==> config.mk <==
export PLATFORM = sky130hd
export DESIGN_NAME = amc_result_fifo
export DESIGN_NICKNAME = d
export VERILOG_FILES = /design/src/design/amc_pkg.sv /design/src/design/amc_result_fifo.sv
export SDC_FILE = /design/constraint.sdc
export NUM_CORES = 1
export LEC_CHECK = 0
export BUFFER_PORTS_ARGS = -buffer_cell sky130_fd_sc_hd__buf_2
export CORE_MARGIN = 2
export CORE_UTILIZATION = 60
export CTS_BUF_LIST = sky130_fd_sc_hd__clkbuf_16
export DETAILED_ROUTE_END_ITERATION = 10
export HOLD_SLACK_MARGIN = 0.1
export PLACE_DENSITY = 0.83
export SLEW_MARGIN = 5
export SYNTH_ARGS = -nofsm -noshare
export SYNTH_HDL_FRONTEND = slang
export SYNTH_SLANG_ARGS = --single-unit
==> constraint.sdc <==
create_clock -name i_clk -period 4 [get_ports i_clk]
set_input_delay 0.6 -clock i_clk [delete_from_list [all_inputs] [get_ports i_clk]]
set_output_delay 0.6 -clock i_clk [all_outputs]
set_load 0.01 [all_outputs]
==> src/design/amc_pkg.sv <==
// Shared definitions for the accumulator machine core: field widths, request and
// opcode codes, and the result record that travels to the output queue.
// No dependencies; imported by every other design file.
package amc_pkg;

    localparam int WORD_W         = 16;
    localparam int LADDR_W        = 12;
    localparam int REQ_W          = 2;
    localparam int OPC_W          = 4;
    localparam int PC_OUT_W       = 12;
    localparam int CNT_W          = 32;

    localparam int CODE_DEPTH_DEF = 4096;
    localparam int DATA_DEPTH_DEF = 4096;

    // Output queue sizing. The count also has to hold the queue depth plus the
    // two pipeline stages that may still push into it.
    localparam int RES_FIFO_DEPTH = 4;
    localparam int RES_PTR_W      = $clog2(RES_FIFO_DEPTH);
    localparam int RES_CNT_W      = $clog2(RES_FIFO_DEPTH) + 1;

    typedef enum logic [REQ_W-1:0] {
        REQ_CODE = 2'd0,
        REQ_DATA = 2'd1,
        REQ_EXEC = 2'd2
    } t_req;

    typedef enum logic [OPC_W-1:0] {
        OP_HLT = 4'd0,
        OP_IN  = 4'd1,
        OP_OUT = 4'd2,
        OP_LDA = 4'd3,
        OP_STA = 4'd4,
        OP_ADD = 4'd5,
        OP_SUB = 4'd6,
        OP_INC = 4'd7,
        OP_DEC = 4'd8,
        OP_JMP = 4'd9,
        OP_JZ  = 4'd10,
        OP_JN  = 4'd11,
        OP_LIT = 4'd12
    } t_opcode;

    typedef struct packed {
        logic                     out_valid;
        logic signed [WORD_W-1:0] out_value;
        logic                     in_taken;
        logic                     halted;
        logic [PC_OUT_W-1:0]      prog_counter;
        logic [CNT_W-1:0]         cycle_count;
    } t_result;

endpackage

==> src/design/amc_result_fifo.sv <==
// Small result queue between the execution pipeline and the output channel.
// Depends on amc_pkg for the result record and the queue sizing constants.
module amc_result_fifo (
    input  logic                         i_clk,
    input  logic                         i_rst_n,
    input  logic                         i_push,
    input  amc_pkg::t_result             i_push_data,
    output logic [amc_pkg::RES_CNT_W-1:0] o_count,
    output logic                         o_valid,
    input  logic                         i_ready,
    output amc_pkg::t_result             o_data
);
    import amc_pkg::*;

    t_result              r_slot [RES_FIFO_DEPTH];
    logic [RES_PTR_W-1:0] r_wr_ptr;
    logic [RES_PTR_W-1:0] r_rd_ptr;
    logic [RES_CNT_W-1:0] r_count;
    logic                 pop;

    assign o_valid = (r_count != '0);
    assign o_data  = r_slot[r_rd_ptr];
    assign o_count = r_count;
    assign pop     = o_valid && i_ready;

    always_ff @(posedge i_clk) begin
        if (i_push) begin
            r_slot[r_wr_ptr] <= i_push_data;
        end
    end

    always_ff @(posedge i_clk) begin
        if (!i_rst_n) begin
            r_wr_ptr <= '0;
            r_rd_ptr <= '0;
            r_count  <= '0;
        end else begin
            if (i_push) begin
                r_wr_ptr <= r_wr_ptr + RES_PTR_W'(1);
            end
            if (pop) begin
                r_rd_ptr <= r_rd_ptr + RES_PTR_W'(1);
            end
            r_count <= r_count + RES_CNT_W'(i_push) - RES_CNT_W'(pop);
        end
    end

    // The core only accepts an item when the queue has room reserved for it.
    a_no_overflow: assert property (@(posedge i_clk) disable iff (!i_rst_n)
        !(i_push && (r_count == RES_CNT_W'(RES_FIFO_DEPTH))))
        else $error("result queue pushed while full");

    a_count_bound: assert property (@(posedge i_clk) disable iff (!i_rst_n)
        r_count <= RES_CNT_W'(RES_FIFO_DEPTH))
        else $error("result queue count out of range");

    a_empty_ptrs: assert property (@(posedge i_clk) disable iff (!i_rst_n)
        (r_count != '0) || (r_wr_ptr == r_rd_ptr))
        else $error("result queue empty but pointers differ");

endmodule

After elaboration in Yosys (flattened, before gate mapping)

Memory sizes are Yosys's and may differ from the RTL's. A register that Yosys moved wholly into a read port is not among the register bits.
Index checks and enable logic that the tools add are counted.

Add/sub/neg operators: 4
Muxes and demuxes: 4
Reductions and logical operators: 2

Operator list:

| operator                                     | count |
|---|---|
| adder 2 x 1 -> 2 bit (second input constant) | 2 |
| two-way mux 2 bit                            | 2 |
| adder 3 x 1 -> 3 bit                         | 1 |
| nonzero test 3 bit                           | 1 |
| subtractor 3 x 1 -> 3 bit                    | 1 |
| two-way mux 1 bit                            | 2 |
| logical AND 1 bit                            | 1 |

Bits in registers: 7
Bits in writable memories: 252
Bits of input ports: 67
Output and inout bits: 67
Logic and storage cells: 14
Memories: 1

Memory list:

| name   | depth | width | rd ports | clocked after memory_dff | write ports | RTL line              | text |
|---|---|---|---|---|---|---|---|
| r_slot | 4     | 63    | 1        | 1                        | 1           | amc_result_fifo.sv:15 | `t_result r_slot [RES_FIFO_DEPTH];` |

Longest topological paths before layout

Gate-level depths: netlist of the first run.

Word-level depth: 4
Depth in mapped cells: 7

Worst setup path before layout of the first run

No wires, ideal clock.

Path type: in2reg
Start point: input i_push
End point: memory r_slot[0][0] (netlist name), enable pin
Library setup time: 0.427 ns
Arrival time: 2.084 ns
Required time: 3.573 ns
Setup slack: 1.488 ns
Cell stages on the path: 1
Path buffers: 0
Cells stage by stage: and2_1

Longest elaborated chain between the ends: 2

RTL lines:

| what                                    | RTL line              | text |
|---|---|---|
| start: declaration                      | amc_result_fifo.sv:6  | `input logic i_push,` |
| two-way mux 1 bit                       | amc_result_fifo.sv:27 | `if (i_push) begin` |
| two-way mux 1 bit (implied by the code) | amc_result_fifo.sv:28 | `r_slot[r_wr_ptr] <= i_push_data;` |
| end: declaration                        | amc_result_fifo.sv:15 |  |

No other way between the ends.

==> impl_metrics.yaml, run 1 <==
run_status:
  status: "finished, final reports clean"
critical_path:
  end_kind: "output port"
  start_kind: "flop"
  r2r_slack_ps: 1930
  arrival_ps: 2450
  worstSetupPathType: "reg2out"
  crit_path_max_fanout: 30
  worstPathRequired_ps: 3400
power_and_ir_drop:
  netSwitchingFraction_pct: 23.8
  power_frac_comb_pct: 16.5
  internal-power_uw: 4920
  max-vdd-ir-drop_v: 0.000446
  power.density_mw_per_mm2: 578
  power.leakage_uw: 0.00380
  clkPwrFrac_pct: 32.3
  power_switching_uw: 1530
  power.share.sequential_pct: 51.2
place:
  pre_cts_ws_ps: 1380
  numPlacedInstances: 710
  dp_hpwl_um: 8960
  place_area_mm2: 0.0104
  finalWeightedCongestion: 0.697
  numPortBuffers: 133
detailed_routing:
  ant_nets: 0
  num_vias: 4281
  drc_errors: 0
  totalWireLength_um: 16300
  wl_per_cell_um: 21.6
  dr.pass1.iters: 4
  viasPerCell: 5.69
  drt_iter0_drc: 273
global_routing:
  grt_pass1_vias: 4591
  antenna_found_initial: 1
  grt-ovfl-total: 0
  track_usage_pct: 19.2
  grt_first_pass_wirelength_um: 24500
  grt_max_degree: 64
sta:
  setup_tns_ps: 0
  setup_ws_ps: 951
  timing.final.hold_violations: 0
  period_needed_ps: 3050
  slew_headroom_pct: 35.1
  max_clock_freq_ghz: 0.328
  rsz0062_at_grt: "false"
  final.period_utilization_pct: 76.2
  fin_skew_ps: 11.7
  drv_slew: 0
  tightestPinTransition_ps: 974
  setup_viol: 0
synth:
  syn-num-nets: 447
  synth-edff-count: 252
  synth_seq_cells: 261
  synthFlopType: "edfxtp_1"
  synth_cells: 373
  synth_warnings: 0
  synth_cell_types: 21
  synth_area_mm2: 0.00963
  synth.avg_cell_area_um2: 25.8
  seq_area_frac_synth_pct: 80.4
  async_flop_share_pct: 0
clocking:
  clk_latency_ps: 500
  cts.sink_count: 261
  cts.clk_slew.worst_paths_ps: 60
  root_buffer: "clkbuf_16"
  postCtsHoldBufs: 0
  cts_setup_buffers: 0
  clk_path_buf_depth: 3
  cts-buffers-inserted: 25
  tritoncts: "built"
  cts_resized: 0
  htree_levels: 1
flow_run:
  cap_violations: 0
die:
  fp.coreArea_mm2: 0.0158
  io_pins: 134
  die_w_um: 131
  die_h_um: 131
  num_rows: 46
  die_area_mm2: 0.0171
  start_util_pct: 61.1
layout:
  n_antenna_cell: 0
  final_util_pct: 70.8
  fin_area_mm2: 0.0112
  layout_common_cells: "edfxtp_1 (252), buf_2 (133), mux4_2 (60), clkbuf_16 (25), inv_1 (12)"
  final_cells: 752
  nNetsFinal: 595
  drive_gt1_share_pct: 42.9
  area_growth_pct: 15.8
  layout_commonest_cell: "edfxtp_1"
hold_path:
  hp-class: "in2reg"
-- critical path: stages (launching register included) --
cell	delay, ps
dfxtp_4	730
buf_4	450
mux4_1	600
buf_2	160
-- power by group through the flow --
| stage | clock network, uW | registers (uW) | logic, uW |
|---|---|---|---|
| floorplan | 0 | 3250 | 865 |
| global placement | 0 | 3360 | 1050 |
| detailed placement | 0 | 3370 | 1080 |
| CTS | 2120 | 3320 | 1090 |
| global route | 2240 | 3330 | 1160 |
| finish | 2080 | 3310 | 1060 |
-- synth_stat cells (2+ instances only) --
library cell  count  area share [%]
mux4_1            3            0.82
mux4_2           60              14
dfxtp_1           9             1.9
nand2_1           2           0.078
ha_1              6            0.78
mux2i_1           4            0.42
inv_1             6            0.23
buf_12            6             1.2
nand2b_1          2            0.13
and2_1            8            0.52
edfxtp_1        252              79
buf_2             6            0.31
-- worst paths after layout --
kind,start,to,depth (start not counted)
max reg2reg,o_count[1],o_count[2],7
min,i_push_data[25],r_slot[3][25],1
max,flop,o_data[1],3
min reg2reg,r_rd_ptr[1],flop,2
-- kinds of logic after synthesis --
| kind of cell | Yosys count | share of synthesized area, % |
|---|---|---|
| and+or+nand+nor | 14 | 0.857 |
| DFF | 261 | 80.4 |
| buffers and inverters | 20 | 1.95 |
| AOI/OAI and AO/OA | 2 | 0.182 |
| xor gates and xnor gates | 2 | 0.325 |
| adders and majority gates | 7 | 0.987 |
| muxes | 67 | 15.3 |
-- flip-flops by register name, indices dropped and copies added, names as in the netlist, named ones only --
signal,cells
r_slot,252
o_count,3
r_wr_ptr,2
r_rd_ptr,2
-- per-layer routing --
layer	vias to the layer above	GRT usage (%)	wire length [um]
li1	1886	-	-
met1	2194	25.7	6480
met2	167	32.7	8270
met3	32	4.23	1150
met4	2	5.44	345
met5	-	0	11
-- layout make-up --
cell class | count | area [um^2]
fill | 1012 | 4610
multi-input combinational | 92 | 1710
tap | 216 | 270
timing repair buffer | 135 | 681
inverter | 6 | 22.5
clock buffer | 25 | 626
sequential | 261 | 7750
clock inverter | 17 | 97.6
-- stage by stage --
stage                     hold slack (ps)  total power (uW)
final                                 315              6450
after global routing                  297              6730
after CTS                             296              6530
after detailed placement              479              4450
after global placement                451              4410
after floorplan                       449              4120
No activity file was read; power rests on OpenSTA's default activity.
==> inputs of run 2 (changes only) <==
- ABC_AREA: default -> 1
- CORE_UTILIZATION: 60 -> 57
- PLACE_DENSITY: 0.83 -> 0.79
- clock period: 4 -> 3.14 ns (I/O delays scaled with it)
==> run 2 against run 1 <==
Sequential power grew 24%. Final cell count up 40%. Critical endpoint unchanged. Non-clock buffer count rose by 13. Hold slack got worse by 150 ps. Sequential cell count stayed put. Largest cell class unchanged.
==> impl_metrics.yaml, run 2 <==
synth:
  synth_top_cell_area_share_pct: 74.6
  synth_seq_cells: 261
  synth_compound_area_share_pct: 13.0
  synth-edff-count: 252
  synth_warnings: 0
  synth_top_family_by_area: "compound AO/OA/AOI/OAI gates"
  synth_cells: 669
  yosys.area_share.simple_pct: 6.45
  async_flop_share_pct: 0
  synthTopCellsByArea: "edfxtp_1 (75%), o21ai_0 (5.7%), o22ai_2 (4.9%)"
  syn-num-nets: 743
  synth.avg_cell_area_um2: 15.2
  synthTopCellsByCount: "edfxtp_1 (252), o21ai_0 (115), nor2_1 (91)"
  synth_top_cell_by_area: "edfxtp_1"
  seq_area_frac_synth_pct: 76.4
  synthFlopType: "edfxtp_1"
  muxShareOfSynthArea_pct: 0
  synth_cell_types: 24
  synth_fa_ha_area_share_pct: 0.937
  synth_area_mm2: 0.0101
  synth_xor_area_share_pct: 0
  synth_most_common_cell: "edfxtp_1"
detailed_routing:
  totalWireLength_um: 20700
  routed-wl-met3_um: 1580
  dr.pass1.iters: 6
  drc_errors: 0
  ant_nets: 0
  viasPerCell: 5.79
  met1_length_um: 8080
  num_vias: 6092
  wl_met2_um: 10500
  wl_per_cell_um: 19.6
  routed.top_layer: "met5"
  drt_iter0_drc: 480
global_routing:
  grt_max_degree: 67
  antenna_found_initial: 5
  grt_first_pass_wirelength_um: 31200
  grt_pass1_vias: 6181
  track_usage_pct: 21.8
  grt-ovfl-total: 0
sta:
  period_needed_ps: 2870
  fin_skew_ps: 10.1
  final.period_utilization_pct: 91.4
  rsz0062_at_grt: "false"
  slew_headroom_pct: 50.5
  setup_viol: 0
  tightestPinTransition_ps: 741
  drv_slew: 0
  holdWs_ps: 161
  timing.final.hold_violations: 0
  max_clock_freq_ghz: 0.348
  setup_ws_ps: 270
  setup_tns_ps: 0
clocking:
  cts.clk_slew.worst_paths_ps: 60
  tritoncts: "built"
  postCtsHoldBufs: 0
  cts_resized: 0
  htree_levels: 1
  cts_setup_buffers: 0
  cts-buffers-inserted: 26
  clk_path_buf_depth: 3
  clk_latency_ps: 510
  root_buffer: "clkbuf_16"
  cts.sink_count: 261
place:
  dp_hpwl_um: 11900
  pre_cts_ws_ps: 826
  numPortBuffers: 133
  finalWeightedCongestion: 0.729
run_status:
  status: "finished, final reports clean"
power_and_ir_drop:
  power.leakage_uw: 0.00420
  power.density_mw_per_mm2: 758
  total_power_uw: 8970
  max-vdd-ir-drop_v: 0.000754
layout:
  layout_common_cells: "edfxtp_1 (252), buf_2 (133), o21ai_0 (115), nor2_1 (91)"
  nFillCells: 1180
  largest_reg_flops: 252
  nNetsFinal: 879
  drive_gt1_share_pct: 33.2
  final_util_pct: 68.2
  top_register: "r_slot"
  layout_commonest_cell: "edfxtp_1"
  area_growth_pct: 16.6
die:
  fp.coreArea_mm2: 0.0174
  die_w_um: 137
  io_pins: 134
  die_h_um: 137
  start_util_pct: 58.4
  num_rows: 48
  die_area_mm2: 0.0189
critical_path:
  arrival_ps: 2400
  reg2reg_from: "r_wr_ptr[1]"
  cp_cell_sequence: "buf_4 -> o21ai_0 -> o22ai_1 -> buf_2"
  end_kind: "output port"
  slowest_stage: "dfxtp_4"
  start_kind: "flop"
  worstSetupPathType: "reg2out"
  crit_path_max_fanout: 46
  worstPathRequired_ps: 2670
  cpPeakStageDelay_ps: 630
hold_path:
  hp-class: "in2reg"
  worstHoldStart: "i_push_data[8]"
flow_run:
  cap_violations: 0
## run 2: worst max-delay path, delay by kind of cell (launching register included)
kind	cells	cell delay, ps
buf+inv	2	700
compound gates	2	520
flops	1	630
## run 2: area by class of cell
cell class / instances / area [um^2] / area share [%]
Antenna cell: 3 / 7.51 / 0.0635
Timing Repair Buffer: 148 / 828 / 7.00
Inverter: 17 / 73.8 / 0.624
Clock inverter: 21 / 145 / 1.23
Sequential cell: 261 / 7750 / 65.5
Multi-Input combinational cell: 351 / 2070 / 17.5
Clock buffer: 27 / 676 / 5.71
Tap cell: 225 / 282 / 2.38
## run 2: power breakdown
group          switching (uW)  internal (uW)  total (uW)
clock network            1200           1710        2910
logic                    1260            685        1950
registers                 102           4000        4100
## run 2: stage by stage
| stage | std cells | area (um^2) |
|---|---|---|
| after CTS | 1050 | 11800 |
| final | 1053 | 11800 |
| after global routing | 1051 | 11800 |
| after global placement | 1002 | 11000 |
| after floorplan | 669 | 10100 |
| after detailed placement | 1002 | 11000 |
## run 2: cell families (layout without fill, tap and decap cells)
logic type / after synthesis / in the layout
buf+inv: 57 / 213
flops: 261 / 261
other cells: 0 / 3
compound gates: 197 / 197
simple gates: 147 / 147
fa+ha+maj: 7 / 7
## run 2: routing by layer
layer  up-vias  GRT usage (%)
li1       2778              -
met1      3023           27.5
met2       241           37.3
met3        44           5.52
met4         6           6.99
met5         -              0
## run 2: worst paths after layout
kind | to | slack (ps) | cells after the start
setup / recovery | o_data[1] | 270 | 4
hold / removal | r_slot[2][8] | 160 | 1
setup reg to reg | r_slot[1][34] | 1330 | 5
hold reg to reg | r_rd_ptr[0] | 490 | 2
==> inputs of run 3 (changes only) <==
- REMOVE_ABC_BUFFERS: default -> 1
==> run 3 against run 2 <==
Clock power rose by 2%. Non-clock buffer count fell by 6. Routed wire length fell by 1.3%. Worst setup slack got worse by 36 ps. Die area did not move. Global-route usage fell by 0.15 points. Design area barely moved. Clock skew fell by 1.5 ps. Via count fell by 1.9%. Critical path type unchanged.
==> impl_metrics.yaml, run 3 (synthesized netlist as in run 2, its figures left out) <==
detailed_routing:
  totalWireLength_um: 20400
  dr.pass1.iters: 5
  drc_errors: 0
  drt_iter0_drc: 428
  ant_nets: 0
  num_vias: 5974
  viasPerCell: 5.69
  wl_per_cell_um: 19.4
die:
  fp.coreArea_mm2: 0.0174
  start_util_pct: 58.4
  die_w_um: 137
  die_area_mm2: 0.0189
  num_rows: 48
  io_pins: 134
  die_h_um: 137
hold_path:
  hp-class: "in2reg"
  worstHoldStart: "i_push_data[20]"
power_and_ir_drop:
  power_switching_uw: 2530
  power.density_mw_per_mm2: 762
  power.leakage_uw: 0.00420
  total_power_uw: 9010
  power_frac_comb_pct: 21.2
  max-vdd-ir-drop_v: 0.000539
  internal-power_uw: 6470
  netSwitchingFraction_pct: 28.1
  clkPwrFrac_pct: 33.1
  power.share.sequential_pct: 45.7
clocking:
  cts_resized: 0
  cts.sink_count: 261
  clk_path_buf_depth: 3
  postCtsHoldBufs: 0
  cts.clk_slew.worst_paths_ps: 60
  cts_setup_buffers: 0
  htree_levels: 1
  clk_latency_ps: 520
  cts-buffers-inserted: 26
  tritoncts: "built"
  root_buffer: "clkbuf_16"
place:
  numPortBuffers: 133
  dp_hpwl_um: 11600
  finalWeightedCongestion: 0.778
critical_path:
  endpoint: "o_data[35]"
  cp_cell_sequence: "inv_6 -> buf_4 -> o21ai_0 -> o22ai_2 -> buf_2"
  worstPathRequired_ps: 2670
  worstSetupPathType: "reg2out"
  end_kind: "output port"
  slowest_stage: "dfxtp_4"
  reg2reg_from: "o_count[1]"
  cpPeakStageDelay_ps: 700
  start_kind: "flop"
  arrival_ps: 2440
  rr_endpoint: "o_count[2]"
  r2r_slack_ps: 1340
  crit_path_max_fanout: 57
  ff2ff_path_depth: 8
layout:
  final_util_pct: 68.1
  area_growth_pct: 16.6
  layout_commonest_cell: "edfxtp_1"
  top_register: "r_slot"
  largest_reg_flops: 252
  drive_gt1_share_pct: 32.6
  nNetsFinal: 873
  layout_common_cells: "edfxtp_1 (252), buf_2 (133), o21ai_0 (115), nor2_1 (91)"
sta:
  rsz0062_at_grt: "false"
  slew_headroom_pct: 53.5
  period_needed_ps: 2910
  final.period_utilization_pct: 92.6
  timing.final.hold_violations: 0
  drv_slew: 0
  fin_skew_ps: 8.51
  max_clock_freq_ghz: 0.344
  tightestPinTransition_ps: 698
  setup_viol: 0
run_status:
  status: "finished, final reports clean"
global_routing:
  grt_first_pass_wirelength_um: 30900
  track_usage_pct: 21.6
  antenna_found_initial: 5
  grt_pass1_vias: 6056
  grt_max_degree: 64
  grt-ovfl-total: 0
flow_run:
  cap_violations: 0
## run 3: layer usage
layer / GRT usage, % / vias to the layer above / wire length, um
met5: 0 / - / 16
met4: 5.78 / 2 / 342
met3: 5.92 / 34 / 1600
met2: 37.2 / 217 / 9960
met1: 27.3 / 2945 / 8490
li1: - / 2776 / -
## run 3: worst max-delay path: cells and delay by family (launching register included)
family                 cells  cell delay, ps
flip-flops                 1             700
buffers and inverters      3             780
AO/OA/AOI/OAI              2             400
## run 3: metrics by stage
stage                     instances  worst slack, ps  hold WS (ps)  TNS [ps]  area, um^2
final                          1050              234           167         0       11800
after global routing           1046              123           152         0       11800
after CTS                      1044              223           150         0       11800
after detailed placement        996              779           493         0       11000
after global placement          996              864           456         0       11000
after floorplan                 629             -774           448    -47010        9890
## run 3: worst min path at each step
| stage | to | slack, ps | cells after the start |
|---|---|---|---|
| floorplan | flop | 450 | 2 |
| global placement | flop | 460 | 2 |
| detailed placement | flop | 490 | 2 |
| CTS | r_slot[3][40] | 150 | 1 |
| global route | r_slot[2][53] | 150 | 1 |
| finish | r_slot[1][20] | 170 | 1 |
## run 3: area by class of cell
class,instances,area (um^2)
multi-input combinational,351,2070
fill,1173,5530
antenna,6,15.0
sequential,261,7750
clock inverter,21,166
inverter,17,73.8
tap,225,282
timing repair buffer,142,796
clock buffer,27,676
## run 3: power by group through the flow
stage | logic (uW) | clock network (uW) | registers (uW)
finish | 1910 | 2980 | 4110
global route | 2120 | 3170 | 4130
CTS | 1930 | 3030 | 4110
global placement | 1850 | 0 | 4170
detailed placement | 1920 | 0 | 4190
floorplan | 1080 | 0 | 4230
